$ cat src/hdl/klbi_pkg.sv
// ----------------------------------------------------------------------------
// klbi_pkg
// Shared types, constants and helper functions of the k-mer LSH bucket
// insert block: signature geometry, row fill memory sizes, register indexes.
// ----------------------------------------------------------------------------
`default_nettype none

package klbi_pkg;

  // k-mer and signature geometry
  localparam int KMER_W         = 64;
  localparam int BASE_POSITIONS = 8;
  localparam int TAG_BITS       = 2;
  localparam int COLUMNS        = 7;
  localparam int SIG_BITS       = 2 * BASE_POSITIONS;
  localparam int ROW_BITS       = SIG_BITS - TAG_BITS;
  localparam int ROWS           = 1 << ROW_BITS;
  localparam int ROW_CAP_INT    = COLUMNS << TAG_BITS;
  localparam int FILL_W         = $clog2(ROW_CAP_INT + 1);
  localparam int SLOT_W         = 19;
  localparam int TAG_W          = 2;
  localparam int COUNT_W        = 32;

  localparam logic [FILL_W-1:0] ROW_CAP = FILL_W'(ROW_CAP_INT);

  // gather unit: one chunk of the mask per cycle
  localparam int CHUNK_W      = 8;
  localparam int GATHER_STEPS = KMER_W / CHUNK_W;
  localparam int STEP_W       = $clog2(GATHER_STEPS);
  localparam int POP_W        = $clog2(CHUNK_W + 1);
  localparam int CNT_W        = $clog2(SIG_BITS + 1);
  localparam int SIGIDX_W     = $clog2(SIG_BITS);

  // configuration register indexes
  localparam int CFG_IDX_W = 2;
  localparam logic [CFG_IDX_W-1:0] CFG_MASK_ZERO = 2'd0;
  localparam logic [CFG_IDX_W-1:0] CFG_MASK_ONE  = 2'd1;
  localparam logic [CFG_IDX_W-1:0] CFG_MAX_ENC   = 2'd2;

  localparam logic [COUNT_W-1:0] MAX_ENC_RESET = 32'd4000000000;

  typedef struct packed {
    logic [CHUNK_W-1:0] bits;
    logic [POP_W-1:0]   pop;
  } pext8_t;

  typedef struct packed {
    logic                done;
    logic [SIG_BITS-1:0] sig;
  } gather_res_t;

  typedef struct packed {
    logic                rd_en;
    logic [ROW_BITS-1:0] rd_row;
    logic                wr_en;
    logic [ROW_BITS-1:0] wr_row;
    logic [FILL_W-1:0]   wr_fill;
  } fill_req_t;

  // pack the value bits under the mask bits, lowest first
  function automatic pext8_t pext8(input logic [CHUNK_W-1:0] val,
                                   input logic [CHUNK_W-1:0] mask);
    pext8_t res;
    res = '0;
    for (int i = 0; i < CHUNK_W; i++) begin
      if (mask[i]) begin
        res.bits = res.bits | (CHUNK_W'(val[i]) << res.pop);
        res.pop  = res.pop + POP_W'(1);
      end
    end
    return res;
  endfunction

  // high-bit plane to the upper word, low-bit plane to the lower word
  function automatic logic [KMER_W-1:0] split_planes(input logic [KMER_W-1:0] code);
    logic [KMER_W/2-1:0] hi;
    logic [KMER_W/2-1:0] lo;
    for (int j = 0; j < KMER_W / 2; j++) begin
      hi[j] = code[2*j+1];
      lo[j] = code[2*j];
    end
    return {hi, lo};
  endfunction

endpackage

`default_nettype wire

$ cat src/hdl/klbi_gather.sv
// ----------------------------------------------------------------------------
// klbi_gather
// Iterative bit gather: packs the k-mer bits under a mask into a signature,
// one 8-bit chunk of the mask per cycle from the least significant end.
// ----------------------------------------------------------------------------
`default_nettype none

module klbi_gather import klbi_pkg::*; (
  input  logic              clk_i,
  input  logic              rst_ni,
  input  logic              start_i,
  input  logic [KMER_W-1:0] code_i,
  input  logic [KMER_W-1:0] mask_i,
  output gather_res_t       res_o
);

  logic [KMER_W-1:0]   code_q, mask_q;
  logic                busy_q, done_q;
  logic [STEP_W-1:0]   step_q;
  logic [SIG_BITS-1:0] sig_q, sig_d;
  logic [CNT_W-1:0]    cnt_q, cnt_d;
  logic [CNT_W:0]      cnt_sum;
  logic [SIG_BITS-1:0] sig_add;
  pext8_t              chunk;

  assign chunk   = pext8(code_q[CHUNK_W-1:0], mask_q[CHUNK_W-1:0]);
  assign cnt_sum = (CNT_W+1)'(cnt_q) + (CNT_W+1)'(chunk.pop);
  assign sig_add = SIG_BITS'(chunk.bits) << cnt_q[SIGIDX_W-1:0];

  // bits past the signature width are dropped
  always_comb begin
    sig_d = sig_q;
    if (cnt_q < CNT_W'(SIG_BITS)) begin
      sig_d = sig_q | sig_add;
    end
    cnt_d = (cnt_sum >= (CNT_W+1)'(SIG_BITS)) ? CNT_W'(SIG_BITS) : cnt_sum[CNT_W-1:0];
  end

  always_ff @(posedge clk_i) begin
    if (start_i) begin
      code_q <= code_i;
      mask_q <= mask_i;
    end else if (busy_q) begin
      code_q <= code_q >> CHUNK_W;
      mask_q <= mask_q >> CHUNK_W;
    end
  end

  always_ff @(posedge clk_i or negedge rst_ni) begin
    if (!rst_ni) begin
      busy_q <= 1'b0;
      done_q <= 1'b0;
      step_q <= '0;
      sig_q  <= '0;
      cnt_q  <= '0;
    end else begin
      done_q <= 1'b0;
      if (start_i) begin
        busy_q <= 1'b1;
        step_q <= '0;
        sig_q  <= '0;
        cnt_q  <= '0;
      end else if (busy_q) begin
        sig_q  <= sig_d;
        cnt_q  <= cnt_d;
        step_q <= step_q + STEP_W'(1);
        if (step_q == STEP_W'(GATHER_STEPS - 1)) begin
          busy_q <= 1'b0;
          done_q <= 1'b1;
        end
      end
    end
  end

  assign res_o.done = done_q;
  assign res_o.sig  = sig_q;

endmodule

`default_nettype wire

$ cat config.mk
export PLATFORM = sky130hd
export DESIGN_NAME = klbi_gather
export DESIGN_NICKNAME = d
export VERILOG_FILES = /design/src/hdl/klbi_pkg.sv /design/src/hdl/klbi_gather.sv
export SDC_FILE = /design/constraint.sdc
export NUM_CORES = 1
export LEC_CHECK = 0
export BUFFER_PORTS_ARGS = -buffer_cell sky130_fd_sc_hd__buf_2
export CAP_MARGIN = 20
export CORE_AREA = 2 2 141 115
export CTS_CLUSTER_DIAMETER = 200
export DETAILED_ROUTE_END_ITERATION = 10
export DIE_AREA = 0 0 143 117
export PLACE_DENSITY = 0.83
export SYNTH_ARGS = -nofsm -noshare
export SYNTH_HDL_FRONTEND = slang
export SYNTH_SLANG_ARGS = --single-unit
export TNS_END_PERCENT = 10
$ cat constraint.sdc
create_clock -name clk_i -period 8.1 [get_ports clk_i]
set_input_delay 0.405 -clock clk_i [delete_from_list [all_inputs] [get_ports clk_i]]
set_output_delay 0.405 -clock clk_i [all_outputs]
set_load 0.02 [all_outputs]
======== Word-level counts from Yosys, hierarchy flattened ========
Cells that the tools add are included.
W data, S select, Z words.
storage, ports and cells
  flip-flop bits (word level) ............. 154
  input bits .............................. 131
  output and inout bits ................... 17
cells by class
  add/sub/neg operators ................... 9
  $lt $le $gt $ge ......................... 2
  eq/ne operators ......................... 1
  shift operators ......................... 8
  muxes and demuxes ....................... 26
  bitwise operators ....................... 8
  reductions and logical operators ........ 3
operators by type and width
  cell                   count
  $mux W64               4
  $mux W12               7
  $shl A1 B4 Y8          7
  $mux W16               3
  $or A8 B8 Y8           6
  $add A4 B1 Y4 const B  7
  $mux W5                4
  $or A16 B16 Y16        1
  $shl A8 B4 Y16         1
  $or A1 B8 Y8           1
  $add A5 B4 Y6          1
  $ge A6 B5 Y1 const B   1
  $mux W1                6
  $mux W3                2
  $lt A5 B5 Y1 const B   1
  $reduce_bool A2 Y1     2
  $add A3 B1 Y3 const B  1
  $eq A3 B3 Y1 const B   1
  $reduce_and A2 Y1      1

======== Longest topological paths before layout ========
Gate-level depths: netlist of run 1.
  word-level depth ........................ 27
  depth in mapped cells ................... 29
  mapped depth without buffers ............ 29

======== Worst setup path after synthesis of run 1 ========
OpenSTA, ideal clock, no wires.
  path kind ............................... reg2reg
  start ................................... register mask_q[0]
  end ..................................... register cnt_q[1]
  data arrival time ....................... 5.533 ns
  setup slack ............................. 2.431 ns
  cell stages (with the launch flop) ...... 30
  cell sequence ........................... edfxtp_1 inv_1 ha_1 buf_2 xor2_2 ha_1 nand2_1 o31a_1 inv_1 ha_1 nor2b_1 nor2_1 ha_1 nand2_1 o31ai_1 ha_1 mux2i_1 inv_1 ha_1 nand2_1 o21ai_0 inv_1 fa_1 nor2b_1 o21ai_0 a2111oi_0 a21oi_1 nor4_1 inv_1 o22ai_1
between the ends
  longest elaborated chain between the ends .. 20
RTL lines
  element                   RTL line           source
  start: declaration        klbi_gather.sv:17  logic [KMER_W-1:0] code_q, mask_q;
  start signal: assignment  klbi_gather.sv:42  mask_q <= mask_i;
  start signal: assignment  klbi_gather.sv:45  mask_q <= mask_q >> CHUNK_W;
  $mux W5 (*)               klbi_pkg.sv:66     if (mask[i]) begin
  $add A4 B1 Y4             klbi_pkg.sv:68     res.pop = res.pop + POP_W'(1);
  $mux W12 (*)              klbi_pkg.sv:66
  $add A4 B1 Y4             klbi_pkg.sv:68
  $mux W12 (*)              klbi_pkg.sv:66
  $add A4 B1 Y4             klbi_pkg.sv:68
  $mux W12 (*)              klbi_pkg.sv:66
  $add A4 B1 Y4             klbi_pkg.sv:68
  [4 not listed]            --
  $mux W12 (*)              klbi_pkg.sv:66
  $add A4 B1 Y4             klbi_pkg.sv:68
  $mux W12 (*)              klbi_pkg.sv:66
  $add A5 B4 Y6 (*)         klbi_gather.sv:27  assign cnt_sum = (CNT_W+1)'(cnt_q) + (CNT_W+1)'(chunk.pop);
  $ge A6 B5 Y1              klbi_gather.sv:36  cnt_d = (cnt_sum >= (CNT_W+1)'(SIG_BITS)) ? CNT_W'(SIG_BITS) : cnt_sum[CNT_W-1:0];
  $mux W5 (*)               klbi_gather.sv:36
  $mux W5 (*)               klbi_gather.sv:63  end else if (busy_q) begin
  $mux W5 (*)               klbi_gather.sv:58  if (start_i) begin
  end signal: assignment    klbi_gather.sv:65  cnt_q <= cnt_d;
  end: declaration          klbi_gather.sv:21  logic [CNT_W-1:0] cnt_q, cnt_d;
Every way passes the cells marked *; elsewhere a longest branch is shown, timed or not. The select of a mux whose other input is x is not followed.
A chain may end at the register's enable or synchronous reset.

======== Worst setup path after layout of run 1 ========
  start ................................... register mask_q[0]
  end ..................................... register cnt_q[3]
Same word-level chain as after synthesis.

==> summary.md, run 1 <==
| Metric | Value |
|---|---|
| Status | `finished, final reports clean` |
| Drt drc | `0` |
| CP Launch Type | `flip-flop` |
| Post-synth EDFFs | `128` |
| CP max stage delay | `0.69 ns` |
| Worst Slack Setup Final | `around 1.4 ns` |
| Yosys reg bits | `roughly 150` |
| Layout cells sized above 1 | `38.7%` |
| Clk Latency, worst-skew pair | `0.42 ns` |
| Fin. Hold Viols | `0` |
| Register area share after synthesis | `between 50% and 60%` |
| R2R depth | `28` |
| Buffers on Ports | `147` |
| Largest net degree at the start of global routing | `79` |
| Number of clock sinks | `154` |
| Routability cong. | `0.867` |
| Post-CTS Setup Inserts | `0` |
| Placed Area | `between 9000 and 10000 um^2` |
| I/O pin count | `around 150` |
| Min-delay worst type | `primary input to flip-flop` |
| Initial antenna violation count | `1` |
| Crit Path Class | `flip-flop to flip-flop` |
| Crit end category | `flip-flop` |
| WL/cell | `17.0 um` |
| DRT Wirelength | `17.2 mm` |
| Final ANT Viol Nets | `0` |
| Commonest non-fill, non-tap cell in the layout | `buf_2` |
| Vias | `between 5000 and 6000` |
| CP Data Required Time | `8.44 ns` |
| Post-synth ARST share | `16.9%` |
| Die Width | `approximately 140 um` |
| Worst hold slack | `~0.26 ns` |
| Die area | `16700 um^2` |
| Period Utilization, post-route | `82.7%` |
| Slew @ Worst Pin | `0.942 ns` |
| Sum of negative setup slack | `0 ns` |
| Final setup viols | `0` |
| Syn nets | `799` |
| Fmax achieved | `149 MHz` |
| Slowest CP cell | `ha_1` |
| Post-DP HPWL | `12.0 mm` |
| DR iter-0 viols | `424` |
| Cells after synthesis | `652` |
| Inserted Clock Buffers | `17` |
| RSZ-0062 raised after global routing | `false` |
| Mapped Area | `8260 um^2` |
| Final net count | `930` |
| Yosys warns | `0` |
| Fin. max-slew vios | `0` |
| Most frequent cells in the layout | `buf_2 (146), edfxtp_1 (128), mux2_2 (113)` |
| Maximum VDD drop | `approximately 0.16 mV` |
| Core Region | `15400 um^2` |
| PostCTS Resize Cnt | `0` |
| Worst Skew | `0.0145 ns` |
| CTS Buffer Depth | `2` |
| Final Cell Area | `9700 um^2` |
| Layout Utilization | `a little over three fifths` |
| Pleak | `0.00404 uW` |
| Antenna diode count | `0` |
| Most common cell on crit path | `ha_1` |
| Drt pass-1 iters | `5` |
| PwrDens | `275 nW/um^2` |
| Fin crit period | `~6.7 ns` |
| Vias in the first global route | `5578` |
| Syn_area_per_cell | `12.7 um^2` |
| Root buffer cell | `clkbuf_16` |
| Worst slew margin | `37.2%` |
| Rows | `just over 40` |
| Vias/cell | `roughly 5.7` |
| Worst Hold Depth | `2` |
| Hold buffers post-CTS | `1` |
| First-pass GRT wire length | `27.8 mm` |
| Grt total ovfl | `0` |
| Crit Path Max Fanout | `21` |
| Clk pin slew, worst setup/hold paths | `around 0.060 ns` |
| Max_cap viols | `0` |
| Ys flop type | `edfxtp_1` |
| Place WS | `1.50 ns` |
| CTS tree | `yes` |
| Aggregate global-route resource usage | `a little over a fifth` |
| H-tree depth | `4` |
| Die Y-Extent | `117 um` |
| Netlist cell types | `71` |
| Arrival time at the worst endpoint | `7.03 ns` |
| Starting Density | `a little over half` |
| Area growth, synth to finish | `17.4%` |
metal layers:
metal / GRT usage [%] / part of all wire [%]
met5: 0 / 0.093
met4: 8.78 / 2.3
met3: 8.01 / 7.8
met2: 34.7 / 48
met1: 26.3 / 42
worst paths after layout:
check	from	endpoint	slack (ns)
max in group asynchronous	rst_ni	sig_q[0]	7.20
worst min-delay path	mask_i[63]	mask_q[63]	0.26
min in group asynchronous	rst_ni	sig_q[13]	0.51
worst max-delay path	mask_q[0]	cnt_q[3]	1.40
worst min register to register	sig_q[6]	sig_q[6]	0.49
worst max register to register	mask_q[0]	cnt_q[3]	1.40
state kept, by name, indices dropped and copies added, names as in the netlist:
signal / count
code_q: 64
done_q: 1
cnt_q: 5
mask_q: 64
sig_q: 16
busy_q: 1
step_q: 3
synth_stat cells (3+ instances only):
| master | instances | share of area, % |
|---|---|---|
| buf_4 | 3 | 0.27 |
| xnor2_1 | 13 | 1.4 |
| nor2_1 | 33 | 1.5 |
| buf_1 | 8 | 0.36 |
| clkbuf_1 | 23 | 1.0 |
| o2bb2ai_1 | 3 | 0.32 |
| and3_1 | 6 | 0.45 |
| o211ai_1 | 4 | 0.36 |
| a211oi_1 | 3 | 0.27 |
| o22ai_1 | 10 | 0.76 |
| a21oi_1 | 11 | 0.67 |
| mux2i_1 | 18 | 2.2 |
| o311ai_1 | 4 | 0.42 |
| dfrtp_1 | 26 | 7.9 |
| nand3b_1 | 3 | 0.27 |
| nor3b_1 | 5 | 0.45 |
| nand2_1 | 36 | 1.6 |
| o21ai_0 | 22 | 1.3 |
| mux2_2 | 113 | 15 |
| or3_1 | 3 | 0.23 |
| edfxtp_1 | 128 | 47 |
| o31ai_1 | 6 | 0.55 |
| or2_2 | 3 | 0.23 |
| ha_1 | 15 | 2.3 |
| and2_1 | 23 | 1.7 |
| nand3_1 | 17 | 1.0 |
| nand2b_1 | 5 | 0.38 |
| inv_1 | 21 | 0.95 |
| nand4_1 | 3 | 0.23 |
| nor3_1 | 8 | 0.48 |
| xor2_1 | 5 | 0.53 |
| buf_2 | 4 | 0.24 |
| nor2b_1 | 8 | 0.61 |
| a31oi_1 | 11 | 0.83 |
area by class of cell:
cell class / instances / area, um^2
Sequential cell: 154 / 4490
Clock inverter: 14 / 135
Inverter: 23 / 88.8
Multi-Input combinational cell: 437 / 3520
Clock buffer: 18 / 429
Timing Repair Buffer: 150 / 763
Tap cell: 215 / 269
Fill cell: 1157 / 5740
kinds of logic (layout without fill, tap and decap cells):
logic type	after synthesis	in the layout	synth area share (%)
AO/OA/AOI/OAI	109	109	9.75
XOR/XNOR	22	22	2.94
adder cells (fa/ha/maj)	16	16	2.51
buffers and inverters	61	205	2.97
flip-flops	154	154	54.4
multiplexers	132	132	17.8
AND/OR/NAND/NOR	158	158	9.68
critical path: cells and delay by family (launching register included):
| family | cells | cell delay [ns] |
|---|---|---|
| AO/OA/AOI/OAI | 7 | 1.22 |
| XOR/XNOR | 1 | 0.28 |
| adder cells (fa/ha/maj) | 7 | 2.78 |
| buffers and inverters | 5 | 0.51 |
| flip-flops | 1 | 0.39 |
| multiplexers | 1 | 0.50 |
| AND/OR/NAND/NOR | 7 | 0.92 |
through the flow:
stage,instances,total power (uW)
6_report,1011,2660
3_5_place_dp,978,1900
2_1_floorplan,652,1690
5_1_grt,1011,2820
3_3_place_gp,978,1880
4_1_cts,1011,2660
report_power, final:
part | total (uW) | internal, uW | leakage (uW) | switching [uW]
Combinational | 861 | 360 | 0.00204 | 501
Sequential | 1040 | 971 | 0.00173 | 73.6
Clock | 759 | 429 | 0.000267 | 330
Total | 2660 | 1760 | 0.00404 | 904
Power figures use the tool's default switching activity.
==> inputs of run 2 (changes only) <==
Clock period 8.1 ns to 6.6 ns, I/O delays scaled along.
==> summary.md, run 2 (synthesis results as in run 1) <==
| Metric | Value |
|---|---|
| Min-delay worst type | `primary input to flip-flop` |
| Initial antenna violation count | `2 (+1)` |
| Starting Density | `53.5% (unchanged)` |
| CTS Buffer Depth | `2 (unchanged)` |
| Arrival time at the worst endpoint | `6.39 ns (-0.64 ns)` |
| Clk Latency, worst-skew pair | `0.42 ns (about the same)` |
| Fin crit period | `6.06 ns (-0.641 ns)` |
| Clk pin slew, worst setup/hold paths | `0.06 ns (about the same)` |
| Crit Path Max Fanout | `8 (-62%)` |
| DRT Wirelength | `17.0 mm (-1.0%)` |
| HP Start | `code_i[62]` |
| Area growth, synth to finish | `17.8%` |
| CP Launch Type | `flip-flop` |
| Slowest CP cell | `fa_1` |
| Status | `finished, final reports clean` |
| CTS tree | `yes` |
| Max_cap viols | `0 (unchanged)` |
| Root buffer cell | `clkbuf_16` |
| Vias | `5677 (-0.92%)` |
| Period Utilization, post-route | `91.8% (+9.1 points)` |
| Largest net degree at the start of global routing | `76 (-3.8%)` |
| Place WS | `0.201 ns (-1.30 ns)` |
| Core Region | `15400 um^2 (unchanged)` |
| Routability cong. | `0.871 (+0.50%)` |
| Number of clock sinks | `154 (unchanged)` |
| First-pass GRT wire length | `27.3 mm (-1.9%)` |
| Drt pass-1 iters | `4 (-1)` |
| Worst reg2reg setup slack | `0.54 ns (-0.86 ns)` |
| Worst r2r dst | `cnt_q[3]` |
| Vias/cell | `5.60 (-1.1%)` |
| Die area | `16700 um^2 (unchanged)` |
| H-tree depth | `4 (unchanged)` |
| Pleak | `0.00404 uW (about the same)` |
| Commonest non-fill, non-tap cell in the layout | `buf_2` |
| CP Data Required Time | `6.94 ns (-1.50 ns)` |
| Die Y-Extent | `117 um (unchanged)` |
| Inserted Clock Buffers | `17 (unchanged)` |
| Post-DP HPWL | `12.0 mm (-0.48%)` |
| Fmax achieved | `165 MHz (+11%)` |
| Most frequent cells in the layout | `buf_2 (146), edfxtp_1 (128), mux2_2 (113)` |
| WL/cell | `16.8 um (-1.2%)` |
| DR iter-0 viols | `441 (+4.0%)` |
| Drt drc | `0 (unchanged)` |
| Worst slew margin | `40.8% (+3.6 points)` |
| Fin. max-slew vios | `0 (unchanged)` |
| Crit Path Class | `flip-flop to flip-flop` |
| R2R depth | `29 (+3.6%)` |
| Hold-critical path endpoint | `code_q[62]` |
| Layout cells sized above 1 | `39.8% (+1.1 points)` |
| I/O pin count | `148 (unchanged)` |
| Worst Skew | `0.0112 ns (-0.00332 ns)` |
| Aggregate global-route resource usage | `21.0% (-0.44 points)` |
| Fin. Hold Viols | `0 (unchanged)` |
| Die Width | `143 um (unchanged)` |
| Worst Hold Depth | `2 (unchanged)` |
| R2R Path Start | `mask_q[0]` |
| CP max stage delay | `0.44 ns (-0.25 ns)` |
| Rows | `41 (unchanged)` |
| Final setup viols | `0 (unchanged)` |
| Final ANT Viol Nets | `0 (unchanged)` |
| Maximum VDD drop | `0.206 mV (+29%)` |
| Largest registers | `code_q: 64 flops, mask_q: 64 flops, sig_q: 16 flops` |
| Buffers on Ports | `147 (unchanged)` |
| Worst Slack Setup Final | `0.543 ns (-0.859 ns)` |
| Slew @ Worst Pin | `0.888 ns (-0.0546 ns)` |
| Crit end category | `flip-flop` |
| RSZ-0062 raised after global routing | `false` |
| Vias in the first global route | `5621 (+0.77%)` |
| Final net count | `932 (+0.22%)` |
| PwrDens | `334 nW/um^2 (+22%)` |
| Sum of negative setup slack | `0 ns (unchanged)` |
| Grt total ovfl | `0 (unchanged)` |
-- run 2: cell count changes in the layout (fill, tap and decap cells not counted), moves of 2 or more --
| cell | change |
|---|---|
| buf_4 | +2 |
| clkinv_4 | +2 |
| ha_1 | -2 |
| ha_2 | +2 |
-- run 2: where the power goes --
part	leakage, uW	switching, uW	total (uW)	internal, uW
clock network	0.000258	402	890	488
logic	0.00205	628	1080	457
registers	0.00173	87.7	1280	1190
-- run 2: worst max path at each step --
stage | startpoint | end | slack, ns | cells past startpoint
2_1_floorplan | mask_q[0] | cnt_q[1] | 0.93 | 29
3_3_place_gp | mask_q[0] | cnt_q[3] | 0.51 | 29
3_5_place_dp | mask_q[0] | cnt_q[3] | 0.20 | 29
4_1_cts | mask_q[0] | cnt_q[3] | 0.18 | 29
5_1_grt | mask_q[0] | cnt_q[3] | 0.02 | 28
6_report | mask_q[0] | cnt_q[3] | 0.54 | 29
-- run 2: worst max-delay path: cells and delay by family (launching register included) --
kind / cells / cell delay, ns
AO/OA/AOI/OAI: 7 / 1.19
adder cells (fa/ha/maj): 7 / 2.31
buffers and inverters: 5 / 0.50
flip-flops: 1 / 0.39
multiplexers: 1 / 0.25
AND/OR/NAND/NOR: 9 / 1.33
-- run 2: timing repair --
item | 4_1_cts | 5_1_grt
setup endpoints to repair | 0 | 5
endpoints found under the hold margin | 26 | 0
setup buffers | 0 | 0
resized for setup | 0 | 9
hold buffers | 1 | 0
-- run 2: through the flow --
stage	cells	utilization (%)	area [um^2]	power (uW)	hold slack, ns
floorplan	652	-	8260	2080	0.0344
global placement	980	59.2	9140	2310	0.350
detailed placement	980	59.2	9140	2340	0.358
CTS	1012	62.8	9690	3230	0.170
global route	1013	63.0	9730	3440	0.178
finish	1013	63.0	9730	3250	0.189
-- run 2: cell type report --
cell class              count  area, um^2
fillers                  1183        5710
inverters                  23        88.8
flip-flops and latches    154        4490
multi-input cells         437        3560
diodes                      1        2.50
well taps                 215         269
repair buffers            152         778
clock inverters            13         109
clock buffers              18         429
-- run 2: routing by layer --
metal / vias up / track usage, % / part of all wire (%)
met5: - / 0 / 0.076
met4: 2 / 7.72 / 2.0
met3: 29 / 7.36 / 7.0
met2: 181 / 34.1 / 48
met1: 2732 / 26.3 / 43
li1: 2733 / - / -
